==> src/hdl/tml_pkg.sv <==
// Shared types, constants and control bundles of the truncated mean estimator.
package tml_pkg;

  localparam int MAX_SAMPLES = 16;
  localparam int SAMPLE_W    = 24;
  localparam int USED_W      = 4;
  localparam int CNT_W       = $clog2(MAX_SAMPLES + 1);
  localparam int IDX_W       = $clog2(MAX_SAMPLES);
  localparam int SUM_W       = SAMPLE_W + IDX_W;
  localparam int DCNT_W      = $clog2(SUM_W);

  typedef logic [SAMPLE_W-1:0] sample_t;
  typedef logic [CNT_W-1:0]    cnt_t;
  typedef logic [IDX_W-1:0]    idx_t;
  typedef logic [SUM_W-1:0]    sum_t;
  typedef logic [USED_W-1:0]   used_t;
  typedef logic [DCNT_W-1:0]   dcnt_t;

  typedef enum logic {
    ALU_ADD = 1'b0,
    ALU_SUB = 1'b1
  } alu_op_t;

  typedef struct packed {
    alu_op_t op;
    sum_t    a;
    sum_t    b;
  } alu_req_t;

  typedef struct packed {
    sum_t res;
    logic borrow;
  } alu_rsp_t;

  typedef struct packed {
    logic    we;
    idx_t    waddr;
    sample_t wdata;
    idx_t    raddr;
  } store_req_t;

  typedef struct packed {
    sample_t mean;
    used_t   used;
    logic    too_few;
    logic    overflow;
  } result_t;

endpackage

==> src/hdl/tml_in_if.sv <==
// Sample channel: one dE/dx sample per request with a last-of-track flag.
interface tml_in_if;
  import tml_pkg::*;

  logic    valid;
  logic    ready;
  sample_t sample;
  logic    last;

  modport source (output valid, output sample, output last, input ready);
  modport sink   (input valid, input sample, input last, output ready);
endinterface

==> src/hdl/tml_out_if.sv <==
// Result channel: one truncated mean per track.
interface tml_out_if;
  import tml_pkg::*;

  logic    valid;
  logic    ready;
  sample_t mean;
  used_t   used;
  logic    too_few;
  logic    overflow;

  modport source (output valid, output mean, output used, output too_few,
                  output overflow, input ready);
  modport sink   (input valid, input mean, input used, input too_few,
                  input overflow, output ready);
endinterface

==> src/hdl/tml_alu.sv <==
// Shared add/subtract unit used for insertion compares, summing and division.
module tml_alu (
  input  tml_pkg::alu_req_t req,
  output tml_pkg::alu_rsp_t rsp
);
  import tml_pkg::*;

  logic [SUM_W:0] wide;

  always_comb begin
    unique case (req.op)
      ALU_ADD: wide = {1'b0, req.a} + {1'b0, req.b};
      ALU_SUB: wide = {1'b0, req.a} - {1'b0, req.b};
      default: wide = '0;
    endcase
    rsp.res    = wide[SUM_W-1:0];
    rsp.borrow = (req.op == ALU_SUB) && wide[SUM_W];
  end
endmodule

==> src/hdl/tml_store.sv <==
// Sorted sample store: one write port, one read port.
module tml_store (
  input  logic                clk,
  input  tml_pkg::store_req_t req,
  output tml_pkg::sample_t    rdata
);
  import tml_pkg::*;

  sample_t mem_r [MAX_SAMPLES];

  always_ff @(posedge clk) begin
    if (req.we) begin
      mem_r[req.waddr] <= req.wdata;
    end
  end

  assign rdata = mem_r[req.raddr];
endmodule

==> src/hdl/tml_ctrl.sv <==
// Sequencer: insertion walk, lower-half sum and restoring division.
module tml_ctrl (
  input  logic                clk,
  input  logic                rst_n,
  input  logic                in_valid,
  output logic                in_ready,
  input  tml_pkg::sample_t    in_sample,
  input  logic                in_last,
  output tml_pkg::store_req_t store_req,
  input  tml_pkg::sample_t    store_rdata,
  output tml_pkg::alu_req_t   alu_req,
  input  tml_pkg::alu_rsp_t   alu_rsp,
  output logic                res_valid,
  input  logic                res_take,
  output tml_pkg::result_t    result
);
  import tml_pkg::*;

  typedef enum logic [5:0] {
    ST_IDLE   = 6'b000001,
    ST_INSERT = 6'b000010,
    ST_HALF   = 6'b000100,
    ST_SUM    = 6'b001000,
    ST_DIV    = 6'b010000,
    ST_DONE   = 6'b100000
  } state_t;

  state_t  state_r, state_nxt;
  cnt_t    count_r, count_nxt;
  logic    ovf_r, ovf_nxt;
  logic    last_r, last_nxt;
  sample_t val_r, val_nxt;
  cnt_t    pos_r, pos_nxt;
  cnt_t    half_r, half_nxt;
  cnt_t    k_r, k_nxt;
  sum_t    acc_r, acc_nxt;
  cnt_t    rem_r, rem_nxt;
  dcnt_t   bit_r, bit_nxt;

  logic [CNT_W:0] trial;
  logic           shift;
  logic           fits;

  assign trial = {rem_r, acc_r[SUM_W-1]};
  assign shift = (pos_r != '0) && alu_rsp.borrow;
  assign fits  = !alu_rsp.borrow;

  always_comb begin
    state_nxt = state_r;
    count_nxt = count_r;
    ovf_nxt   = ovf_r;
    last_nxt  = last_r;
    val_nxt   = val_r;
    pos_nxt   = pos_r;
    half_nxt  = half_r;
    k_nxt     = k_r;
    acc_nxt   = acc_r;
    rem_nxt   = rem_r;
    bit_nxt   = bit_r;

    in_ready        = 1'b0;
    res_valid       = 1'b0;
    store_req.we    = 1'b0;
    store_req.waddr = pos_r[IDX_W-1:0];
    store_req.wdata = val_r;
    store_req.raddr = pos_r[IDX_W-1:0] - idx_t'(1);
    alu_req.op      = ALU_SUB;
    alu_req.a       = SUM_W'(val_r);
    alu_req.b       = SUM_W'(store_rdata);

    unique case (state_r)
      ST_IDLE: begin
        in_ready = 1'b1;
        if (in_valid) begin
          last_nxt = in_last;
          if (count_r == cnt_t'(MAX_SAMPLES)) begin
            // drop the sample, the store is full
            ovf_nxt   = 1'b1;
            state_nxt = in_last ? ST_HALF : ST_IDLE;
          end else begin
            val_nxt   = in_sample;
            pos_nxt   = count_r;
            state_nxt = ST_INSERT;
          end
        end
      end
      ST_INSERT: begin
        // compare against the entry below; shift it up or drop the sample in
        store_req.we    = 1'b1;
        store_req.wdata = shift ? store_rdata : val_r;
        if (shift) begin
          pos_nxt = pos_r - cnt_t'(1);
        end else begin
          count_nxt = count_r + cnt_t'(1);
          state_nxt = last_r ? ST_HALF : ST_IDLE;
        end
      end
      ST_HALF: begin
        half_nxt  = count_r >> 1;
        acc_nxt   = '0;
        k_nxt     = '0;
        state_nxt = (count_r >> 1) == '0 ? ST_DONE : ST_SUM;
      end
      ST_SUM: begin
        store_req.raddr = k_r[IDX_W-1:0];
        alu_req.op      = ALU_ADD;
        alu_req.a       = acc_r;
        alu_req.b       = SUM_W'(store_rdata);
        acc_nxt         = alu_rsp.res;
        k_nxt           = k_r + cnt_t'(1);
        if (k_r == half_r - cnt_t'(1)) begin
          rem_nxt   = '0;
          bit_nxt   = dcnt_t'(SUM_W - 1);
          state_nxt = ST_DIV;
        end
      end
      ST_DIV: begin
        // one quotient bit per cycle, shifted into the accumulator
        alu_req.op = ALU_SUB;
        alu_req.a  = SUM_W'(trial);
        alu_req.b  = SUM_W'(half_r);
        rem_nxt    = fits ? alu_rsp.res[CNT_W-1:0] : trial[CNT_W-1:0];
        acc_nxt    = {acc_r[SUM_W-2:0], fits};
        bit_nxt    = bit_r - dcnt_t'(1);
        if (bit_r == '0) begin
          state_nxt = ST_DONE;
        end
      end
      ST_DONE: begin
        res_valid = 1'b1;
        if (res_take) begin
          count_nxt = '0;
          ovf_nxt   = 1'b0;
          state_nxt = ST_IDLE;
        end
      end
      default: state_nxt = ST_IDLE;
    endcase
  end

  assign result.mean     = acc_r[SAMPLE_W-1:0];
  assign result.used     = used_t'(half_r);
  assign result.too_few  = (half_r == '0);
  assign result.overflow = ovf_r;

  always_ff @(posedge clk) begin
    if (!rst_n) begin
      state_r <= ST_IDLE;
      count_r <= '0;
      ovf_r   <= 1'b0;
    end else begin
      state_r <= state_nxt;
      count_r <= count_nxt;
      ovf_r   <= ovf_nxt;
    end
  end

  always_ff @(posedge clk) begin
    last_r <= last_nxt;
    val_r  <= val_nxt;
    pos_r  <= pos_nxt;
    half_r <= half_nxt;
    k_r    <= k_nxt;
    acc_r  <= acc_nxt;
    rem_r  <= rem_nxt;
    bit_r  <= bit_nxt;
  end

  a_count_bound: assert property (@(posedge clk) disable iff (!rst_n)
    count_r <= cnt_t'(MAX_SAMPLES))
    else $error("sample count beyond store depth");

  a_rem_below_div: assert property (@(posedge clk) disable iff (!rst_n)
    state_r == ST_DIV |-> rem_r < half_r)
    else $error("division remainder not below divisor");

  a_sum_index: assert property (@(posedge clk) disable iff (!rst_n)
    state_r == ST_SUM |-> k_r < half_r)
    else $error("sum index beyond lower half");

  a_last_starts_result: assert property (@(posedge clk) disable iff (!rst_n)
    in_valid && in_ready && in_last |=> state_r != ST_IDLE)
    else $error("last sample accepted without result sequence");
endmodule

==> src/hdl/truncated_mean_lower_half_core.sv <==
// Truncated-mean dE/dx estimator: samples of a track enter one per request and are
// insertion-sorted into a 16-entry store; the last sample triggers the mean of the
// floor(n/2) smallest samples. Insertion walks the store one entry per cycle through
// the shared add/subtract unit, shifting each larger stored sample up one entry before
// the new sample is written; a dropped sample is not stored. After the last sample the
// same unit sums floor(n/2) entries, one per cycle, and runs a 28-step restoring
// division. The input is not ready while a sample or result is in work; one finished
// result is held in an output register so that the next track can start while it
// waits. Tracks of fewer than two samples give mean 0 with too_few set; samples past
// 16 are dropped and flagged with overflow.
module truncated_mean_lower_half_core (
  input  logic  clk,
  input  logic  rst_n,
  tml_in_if.sink     in_ch,
  tml_out_if.source  out_ch
);
  import tml_pkg::*;

  store_req_t store_req;
  sample_t    store_rdata;
  alu_req_t   alu_req;
  alu_rsp_t   alu_rsp;
  logic       res_valid;
  logic       res_take;
  result_t    result;

  logic    out_valid_r;
  result_t out_r;

  tml_ctrl u_ctrl (
    .clk         (clk),
    .rst_n       (rst_n),
    .in_valid    (in_ch.valid),
    .in_ready    (in_ch.ready),
    .in_sample   (in_ch.sample),
    .in_last     (in_ch.last),
    .store_req   (store_req),
    .store_rdata (store_rdata),
    .alu_req     (alu_req),
    .alu_rsp     (alu_rsp),
    .res_valid   (res_valid),
    .res_take    (res_take),
    .result      (result)
  );

  tml_store u_store (
    .clk   (clk),
    .req   (store_req),
    .rdata (store_rdata)
  );

  tml_alu u_alu (
    .req (alu_req),
    .rsp (alu_rsp)
  );

  // load the output register when it is empty or being drained
  assign res_take = !out_valid_r || out_ch.ready;

  always_ff @(posedge clk) begin
    if (!rst_n) begin
      out_valid_r <= 1'b0;
    end else if (res_take) begin
      out_valid_r <= res_valid;
    end
  end

  always_ff @(posedge clk) begin
    if (res_take && res_valid) begin
      out_r <= result;
    end
  end

  assign out_ch.valid    = out_valid_r;
  assign out_ch.mean     = out_r.mean;
  assign out_ch.used     = out_r.used;
  assign out_ch.too_few  = out_r.too_few;
  assign out_ch.overflow = out_r.overflow;
endmodule
==> src/flat_wrapper.sv <==
// flat-port wrapper written by rule: the top's interface ports become plain ports
module truncated_mean_lower_half_core_flat import tml_pkg::*;
  (clk, rst_n, in_ch_valid, in_ch_sample, in_ch_last, in_ch_ready, out_ch_valid, out_ch_mean, out_ch_used, out_ch_too_few, out_ch_overflow, out_ch_ready);
  tml_in_if in_ch_i ();
  tml_out_if out_ch_i ();
  input  logic clk;
  input  logic rst_n;
  input wire logic [$bits(in_ch_i.valid)-1:0] in_ch_valid;
  input wire logic [$bits(in_ch_i.sample)-1:0] in_ch_sample;
  input wire logic [$bits(in_ch_i.last)-1:0] in_ch_last;
  output wire logic [$bits(in_ch_i.ready)-1:0] in_ch_ready;
  output wire logic [$bits(out_ch_i.valid)-1:0] out_ch_valid;
  output wire logic [$bits(out_ch_i.mean)-1:0] out_ch_mean;
  output wire logic [$bits(out_ch_i.used)-1:0] out_ch_used;
  output wire logic [$bits(out_ch_i.too_few)-1:0] out_ch_too_few;
  output wire logic [$bits(out_ch_i.overflow)-1:0] out_ch_overflow;
  input wire logic [$bits(out_ch_i.ready)-1:0] out_ch_ready;
  assign in_ch_i.valid = in_ch_valid;
  assign in_ch_i.sample = in_ch_sample;
  assign in_ch_i.last = in_ch_last;
  assign in_ch_ready = in_ch_i.ready;
  assign out_ch_valid = out_ch_i.valid;
  assign out_ch_mean = out_ch_i.mean;
  assign out_ch_used = out_ch_i.used;
  assign out_ch_too_few = out_ch_i.too_few;
  assign out_ch_overflow = out_ch_i.overflow;
  assign out_ch_i.ready = out_ch_ready;
  truncated_mean_lower_half_core u_core (.clk(clk), .rst_n(rst_n), .in_ch(in_ch_i), .out_ch(out_ch_i));
endmodule
==> config.mk <==
export PLATFORM = sky130hd
export DESIGN_NAME = truncated_mean_lower_half_core_flat
export DESIGN_NICKNAME = d
export VERILOG_FILES = /design/src/hdl/tml_pkg.sv /design/src/hdl/tml_in_if.sv /design/src/hdl/tml_out_if.sv /design/src/hdl/tml_alu.sv /design/src/hdl/tml_store.sv /design/src/hdl/tml_ctrl.sv /design/src/hdl/truncated_mean_lower_half_core.sv /design/src/flat_wrapper.sv
export SDC_FILE = /design/constraint.sdc
export NUM_CORES = 1
export LEC_CHECK = 0
export ABC_AREA = 1
export BUFFER_PORTS_ARGS = -buffer_cell sky130_fd_sc_hd__buf_4
export CORE_ASPECT_RATIO = 0.75
export CORE_MARGIN = 3
export CORE_UTILIZATION = 40
export DETAILED_ROUTE_END_ITERATION = 8
export GPL_TIMING_DRIVEN = 1
export HOLD_SLACK_MARGIN = 0.08
export PLACE_DENSITY_LB_ADDON = 0.05
export SETUP_SLACK_MARGIN = 0.15
export SLEW_MARGIN = 20
export SYNTH_ARGS = -nofsm -noshare
export SYNTH_HDL_FRONTEND = slang
export SYNTH_SLANG_ARGS = --single-unit
==> constraint.sdc <==
create_clock -name clk -period 14.5 [get_ports clk]
set_input_delay 2.175 -clock clk [delete_from_list [all_inputs] [get_ports clk]]
set_output_delay 2.175 -clock clk [all_outputs]
set_load 0.01 [all_outputs]
# After elaboration in Yosys (flattened, before gate mapping)
# Memory sizes are Yosys's and may differ from the RTL's.
# Index checks and enable logic that the tools add are counted.
[word_totals]
reg_bits = 120
latchBits = 0
ram_bits = 384
mem_bits_ro = 0
in_bits = 29
word_cells = 104
memories = 1
[classes]
addsub = 8
mul = 0
div_mod_pow = 0
n_lt_le_gt_ge = 0
eq_ne = 16
shifts = 0
n_mux = 38
n_bitwise = 2
reduce_logical = 23
[memory_table]
columns = ["name", "depth", "word_bits", "read_ports", "rd_clocked_by_memory_dff", "write_ports", "line", "source"]
rows = [
  ["u_core.u_store.mem_r", 16, 24, 1, 0, 1, "tml_store.sv:9", "sample_t mem_r [MAX_SAMPLES];"],
]
[op_table]
columns = ["operator", "count"]
rows = [
  ["$pmux W57 S2", 1],
  ["$pmux W28 S3", 1],
  ["$pmux W29 S2", 1],
  ["$pmux W5 S2", 5],
  ["$mux W24", 2],
  ["$mux W5", 8],
  ["$mux W6", 6],
  ["$pmux W6 S6", 1],
  ["$add A28 B28 Y29", 1],
  ["$sub A28 B28 Y29", 1],
  ["$logic_not A5 Y1", 3],
  ["$ne A2 B2 Y1 const B", 7],
  ["$add A5 B1 Y5 const B", 2],
  ["$reduce_bool A2 Y1", 5],
  ["$sub A5 B1 Y5 const B", 2],
  ["$mux W3", 3],
  ["$mux W1", 8],
  ["$reduce_and A4 Y1", 2],
  ["$eq A6 B1 Y1 const B", 1],
  ["$eq A6 B2 Y1 const B", 1],
  ["$eq A6 B3 Y1 const B", 1],
  ["$eq A6 B4 Y1 const B", 1],
  ["$eq A6 B5 Y1 const B", 1],
  ["$eq A6 B6 Y1 const B", 1],
  ["other kinds (16)", 22],
]

# Logic depth before layout (Yosys ltp)
# An unclocked memory read counts as a cell.
[logic_depth]
word_depth = 10
ltp_mapped = 38

# Cells and area by module
# A second synthesis with hierarchy kept.
[unflattened]
hier_cells = 2846
area_unflattened_um2 = 25648.3
[modules_own_cells]
columns = ["mod", "n_inst", "cells_each", "area_per_inst_um2", "seq_area_each_um2"]
rows = [
  ["tml_store", 1, 1573, 16470.8, 11531.1],
  ["tml_ctrl", 1, 603, 5067.4, 2552.4],
  ["tml_alu", 1, 633, 3158.0, 0.0],
  ["truncated_mean_lower_half_core", 1, 37, 952.2, 920.9],
]

# Worst setup path before layout
# OpenSTA, ideal clock, no wires.
[synth_timing]
path_type = "register to register"
startpoint = "reg u_core.u_ctrl.pos_r[0]"
endpoint = "mem u_core.u_store.mem_r[0][0] in the netlist's numbering (data pin)"
setup_time_ns = 0.330
t_arrival_ns = 4.893
slack_ns = 9.277
stages_incl_launch_ff = 31
cell_sequence = "edfxtp_1 inv_1 ha_1 xor2_1 nand2_1 o21ai_1 inv_1 clkbuf_1 nand3_1 nand3_1 nand3_1 nand2_1 inv_1 ha_1 inv_1 nor2_1 nand2_1 a31o_2 ha_1 nand2_1 inv_1 a21oi_1 o21ai_0 a21boi_1 o21ai_1 nand2_1 nand3_2 inv_1 nand2_1 clkbuf_1 o21ai_0"
[synth_rtl]
columns = ["item", "line", "source"]
rows = [
  ["from (decl)", "tml_ctrl.sv:33", "cnt_t pos_r, pos_nxt;"],
  ["from (signal assigned)", "tml_ctrl.sv:161", "pos_r <= pos_nxt;"],
  ["to (decl)", "tml_store.sv:9", ""],
]

==> impl_summary.log <==
INFO  metric status = complete, no violations
INFO  metric seq_area_frac_synth = 0.634
INFO  metric power-per-cell-area = 170 nW/um^2
INFO  metric fin_nets = 2360
INFO  metric synth_cell_type_count = 53
INFO  metric track_usage = 0.210
INFO  metric cts_hold_buf = 0
INFO  metric path_type_of_the_worst_min_delay_path = flop to flop
INFO  metric post_cts.repair.setup_buffers = 0
INFO  metric synthArstFlopShare = 0
INFO  metric wl_per_cell = 20.9 um
INFO  metric cts_htree_levels = 2
INFO  metric groute.layer.met3.usage = 0.0309
INFO  metric grt_overflow = 0
INFO  metric cpLargestDelayFamily = simple AND/OR/NAND/NOR gates
INFO  metric worstHoldStart = u_core.u_ctrl.ovf_r
INFO  metric p_leak = 10.2 nW
INFO  metric critical_path.reg2reg.startpoint = u_core.u_ctrl.state_r[5]
INFO  metric syn_nets = 2318
INFO  metric synth_enable_flop_cells = 491
INFO  metric numPortBuffers = 60
INFO  metric critical-path-max-stage-delay = 0.95 ns
INFO  metric postRouteAntennaNets = 0
INFO  metric unrepaired_setup_endpoints_after_global_routing = false
INFO  metric setup.worst_path.start = u_core.u_ctrl.state_r[5]
INFO  metric critical_path_class = flop to flop
INFO  metric die_width = 287 um
INFO  metric clkSlewWorstSetupHoldPaths = 0.06 ns
INFO  metric tritoncts_clock_tree = yes
INFO  metric worst_skew_pair_later_pin_latency = 0.61 ns
INFO  metric ys_dominant_reg_cell = sky130_fd_sc_hd__edfxtp_1
INFO  metric grt_start_max_net_pins = 100
INFO  metric clock_tree.root_cell = sky130_fd_sc_hd__clkbuf_16
INFO  metric core = 57900 um^2
INFO  metric route.vias.total = 16.3k
INFO  metric total_wirelength = 65100 um
INFO  metric grt_pass1_wl = 98500 um
INFO  metric cp-end-kind = flop
INFO  metric antenna_found_initial = 0
INFO  metric post_synth.cell_area_avg = 10.5 um^2
INFO  metric min_period = 8.49 ns
INFO  metric post-route-drc-count = 0
INFO  metric clock_tree.buffer_depth = 3
INFO  metric timing.critical_path.from_type = flop
INFO  metric maxSlewHeadroom = 0.290
INFO  metric critPathSlowestCell = sky130_fd_sc_hd__inv_2
INFO  metric io_pins = 61
INFO  metric worst_pin_slew = 1.06 ns
INFO  metric cts-buffers-inserted = 52
INFO  metric yosys_reg_bits = 504
INFO  metric hold_slack = 0.433 ns
INFO  metric drv.max_cap_violation_count = 0
INFO  metric critical-path-top-cell-by-count = sky130_fd_sc_hd__nand2_1
INFO  metric final_setup_violation_count = 0
INFO  metric syn-instance-count = 2249
INFO  metric detail_route.iter0.violations = 1686
INFO  metric cp.buffers_inverters = 6
INFO  metric critPathArrivalTime = 8.74 ns
INFO  metric fp.dieArea = 62100 um^2
INFO  metric use_met2 = 0.328
INFO  metric fin_crit_sh = 0.586
INFO  metric start_util = 0.408
INFO  metric synth_to_layout_area_growth = 12.2%
INFO  metric synth-warning-count = 0
INFO  metric grt_util_met1 = 0.302
INFO  metric timing.final.max_slew_violations = 0
INFO  metric gp_congestion = 0.893
INFO  metric timing.fmax = 0.118 GHz
INFO  metric rows = 76
INFO  metric setup_tns = 0 ns
INFO  metric path_max_fanout = 80
INFO  metric final-hold-violation-count = 0
INFO  metric drtPass1Iterations = 8
INFO  metric post_drt_via_cell_ratio = 5.23
INFO  metric cts_sinks = 504
INFO  metric worst_ep_required_time = 14.75 ns
INFO  metric syn-cell-area = 23700 um^2
INFO  metric detailed_place_hpwl = 37100 um
INFO  metric grt.busiest_layer = met2
INFO  metric first_global_vias = 15.8k
INFO  metric cts-resized-gates = 0
INFO  metric antenna_cells = 0
INFO  metric die_height = 217 um
INFO  metric post_route_cells_drive_above_1_share = 0.0970
INFO  metric fin_worst_skew = 0.0245 ns
INFO  metric vdd.ir_drop.worst = 0.104 mV
final timing paths:
path | to | slack, ns | depth (start not counted)
max | u_core.u_store.mem_r[6][6] | 6.01 | 31
min | u_core.out_ch.overflow | 0.43 | 0
max reg2reg | u_core.u_store.mem_r[6][6] | 6.01 | 31
min reg2reg | u_core.out_ch.overflow | 0.43 | 0
report_power, final:
part	total, mW	leakage (nW)	switching [mW]	internal (mW)
clock network	1.30	0.802	0.562	0.735
logic	1.52	4.86	1.07	0.451
registers	1.69	4.54	0.0124	1.68
total	4.51	10.2	1.65	2.87
area by class of cell:
| class | instances | area (um^2) |
|---|---|---|
| repair buffers | 96 | 721 |
| fillers | 5390 | 31400 |
| well taps | 780 | 976 |
| clock buffers | 66 | 1360 |
| inverters | 276 | 1040 |
| multi-input cells | 1361 | 7190 |
| clock inverters | 27 | 260 |
| flip-flops and latches | 504 | 15000 |
stage by stage:
step,cells,util,cell area (um^2),setup slack (ns),total power [mW]
2_1_floorplan,2249,-,23700,9.28,2.81
3_3_place_gp,3017,0.430,24900,6.15,3.25
3_5_place_dp,3017,0.430,24900,5.98,3.25
4_1_cts,3110,0.458,26500,5.92,4.55
5_1_grt,3110,0.458,26500,5.02,4.81
6_report,3110,0.458,26500,6.01,4.51
synthesized netlist by cell type, types with 3 or more instances:
| cell | count | share of area |
|---|---|---|
| sky130_fd_sc_hd__a21o_1 | 3 | 0.00095 |
| sky130_fd_sc_hd__a21oi_1 | 89 | 0.019 |
| sky130_fd_sc_hd__buf_1 | 8 | 0.0013 |
| sky130_fd_sc_hd__buf_2 | 39 | 0.0083 |
| sky130_fd_sc_hd__buf_4 | 3 | 0.00095 |
| sky130_fd_sc_hd__buf_6 | 16 | 0.0076 |
| sky130_fd_sc_hd__clkbuf_1 | 42 | 0.0067 |
| sky130_fd_sc_hd__dfxtp_1 | 13 | 0.011 |
| sky130_fd_sc_hd__edfxtp_1 | 491 | 0.62 |
| sky130_fd_sc_hd__ha_1 | 39 | 0.021 |
| sky130_fd_sc_hd__inv_1 | 271 | 0.043 |
| sky130_fd_sc_hd__inv_2 | 4 | 0.00063 |
| sky130_fd_sc_hd__nand2_1 | 477 | 0.076 |
| sky130_fd_sc_hd__nand2_2 | 5 | 0.0013 |
| sky130_fd_sc_hd__nand3_1 | 273 | 0.058 |
| sky130_fd_sc_hd__nand3b_1 | 42 | 0.013 |
| sky130_fd_sc_hd__nand4_1 | 5 | 0.0013 |
| sky130_fd_sc_hd__nor2_1 | 100 | 0.016 |
| sky130_fd_sc_hd__nor2_2 | 3 | 0.00079 |
| sky130_fd_sc_hd__nor2_4 | 4 | 0.0019 |
| sky130_fd_sc_hd__nor3_1 | 11 | 0.0023 |
| sky130_fd_sc_hd__o211ai_1 | 49 | 0.016 |
| sky130_fd_sc_hd__o211ai_2 | 8 | 0.0042 |
| sky130_fd_sc_hd__o21a_1 | 5 | 0.0016 |
| sky130_fd_sc_hd__o21ai_0 | 102 | 0.022 |
| sky130_fd_sc_hd__o21ai_1 | 54 | 0.011 |
| sky130_fd_sc_hd__o21bai_1 | 3 | 0.00095 |
| sky130_fd_sc_hd__o221ai_1 | 6 | 0.0022 |
| sky130_fd_sc_hd__o22ai_1 | 27 | 0.0071 |
| sky130_fd_sc_hd__xnor2_1 | 8 | 0.0030 |
| sky130_fd_sc_hd__xor2_1 | 18 | 0.0067 |
cells by family after synthesis:
family,synth area share
buffers and inverters,0.0686
XOR/XNOR,0.00963
AND/OR/NAND/NOR,0.176
adder cells (fa/ha/maj),0.0215
flip-flops,0.634
AO/OA/AOI/OAI,0.0902
cell usage in the layout, fill, tap and decap left out, drive strengths merged, types with 4 or more instances in the layout:
master    n
o221ai    6
o21a      5
a21oi    89
nor3     11
inv     274
buf      96
nand2   484
clkinv   25
ha       39
nand4     6
o22ai    27
xnor2     8
dfxtp    13
o21ai   159
nand3   276
bufinv    4
o211ai   57
edfxtp  491
xor2     18
nor2    107
nand3b   42
clkbuf   66
metal layers:
| layer | vias to the layer above | wire (um) |
|---|---|---|
| li1 | 7905 | - |
| met2 | 468 | 29300 |
| met5 | - | 0 |
| met3 | 104 | 3730 |
| met4 | 0 | 1970 |
| met1 | 7792 | 30100 |
flip-flops by register name, summed over array words and instances, names as in the netlist, 5 cells and up:
register,count
u_core.u_ctrl.count_r,5
u_core.u_store.mem_r,384
u_core.u_ctrl.bit_r,5
u_core.u_ctrl.rem_r,5
u_core.u_ctrl.k_r,5
u_core.out_ch.mean,24
u_core.u_ctrl.pos_r,5
u_core.u_ctrl.acc_r,28
u_core.u_ctrl.state_r,6
u_core.u_ctrl.val_r,24
worst reg2reg max path, delay by kind of cell (launching register included):
kind | cells | cell delay, ns
flip-flops | 1 | 0.35
AND/OR/NAND/NOR | 16 | 3.40
adder cells (fa/ha/maj) | 2 | 0.48
AO/OA/AOI/OAI | 7 | 2.16
buffers and inverters | 6 | 1.75
Power figures use the tool's default switching activity.
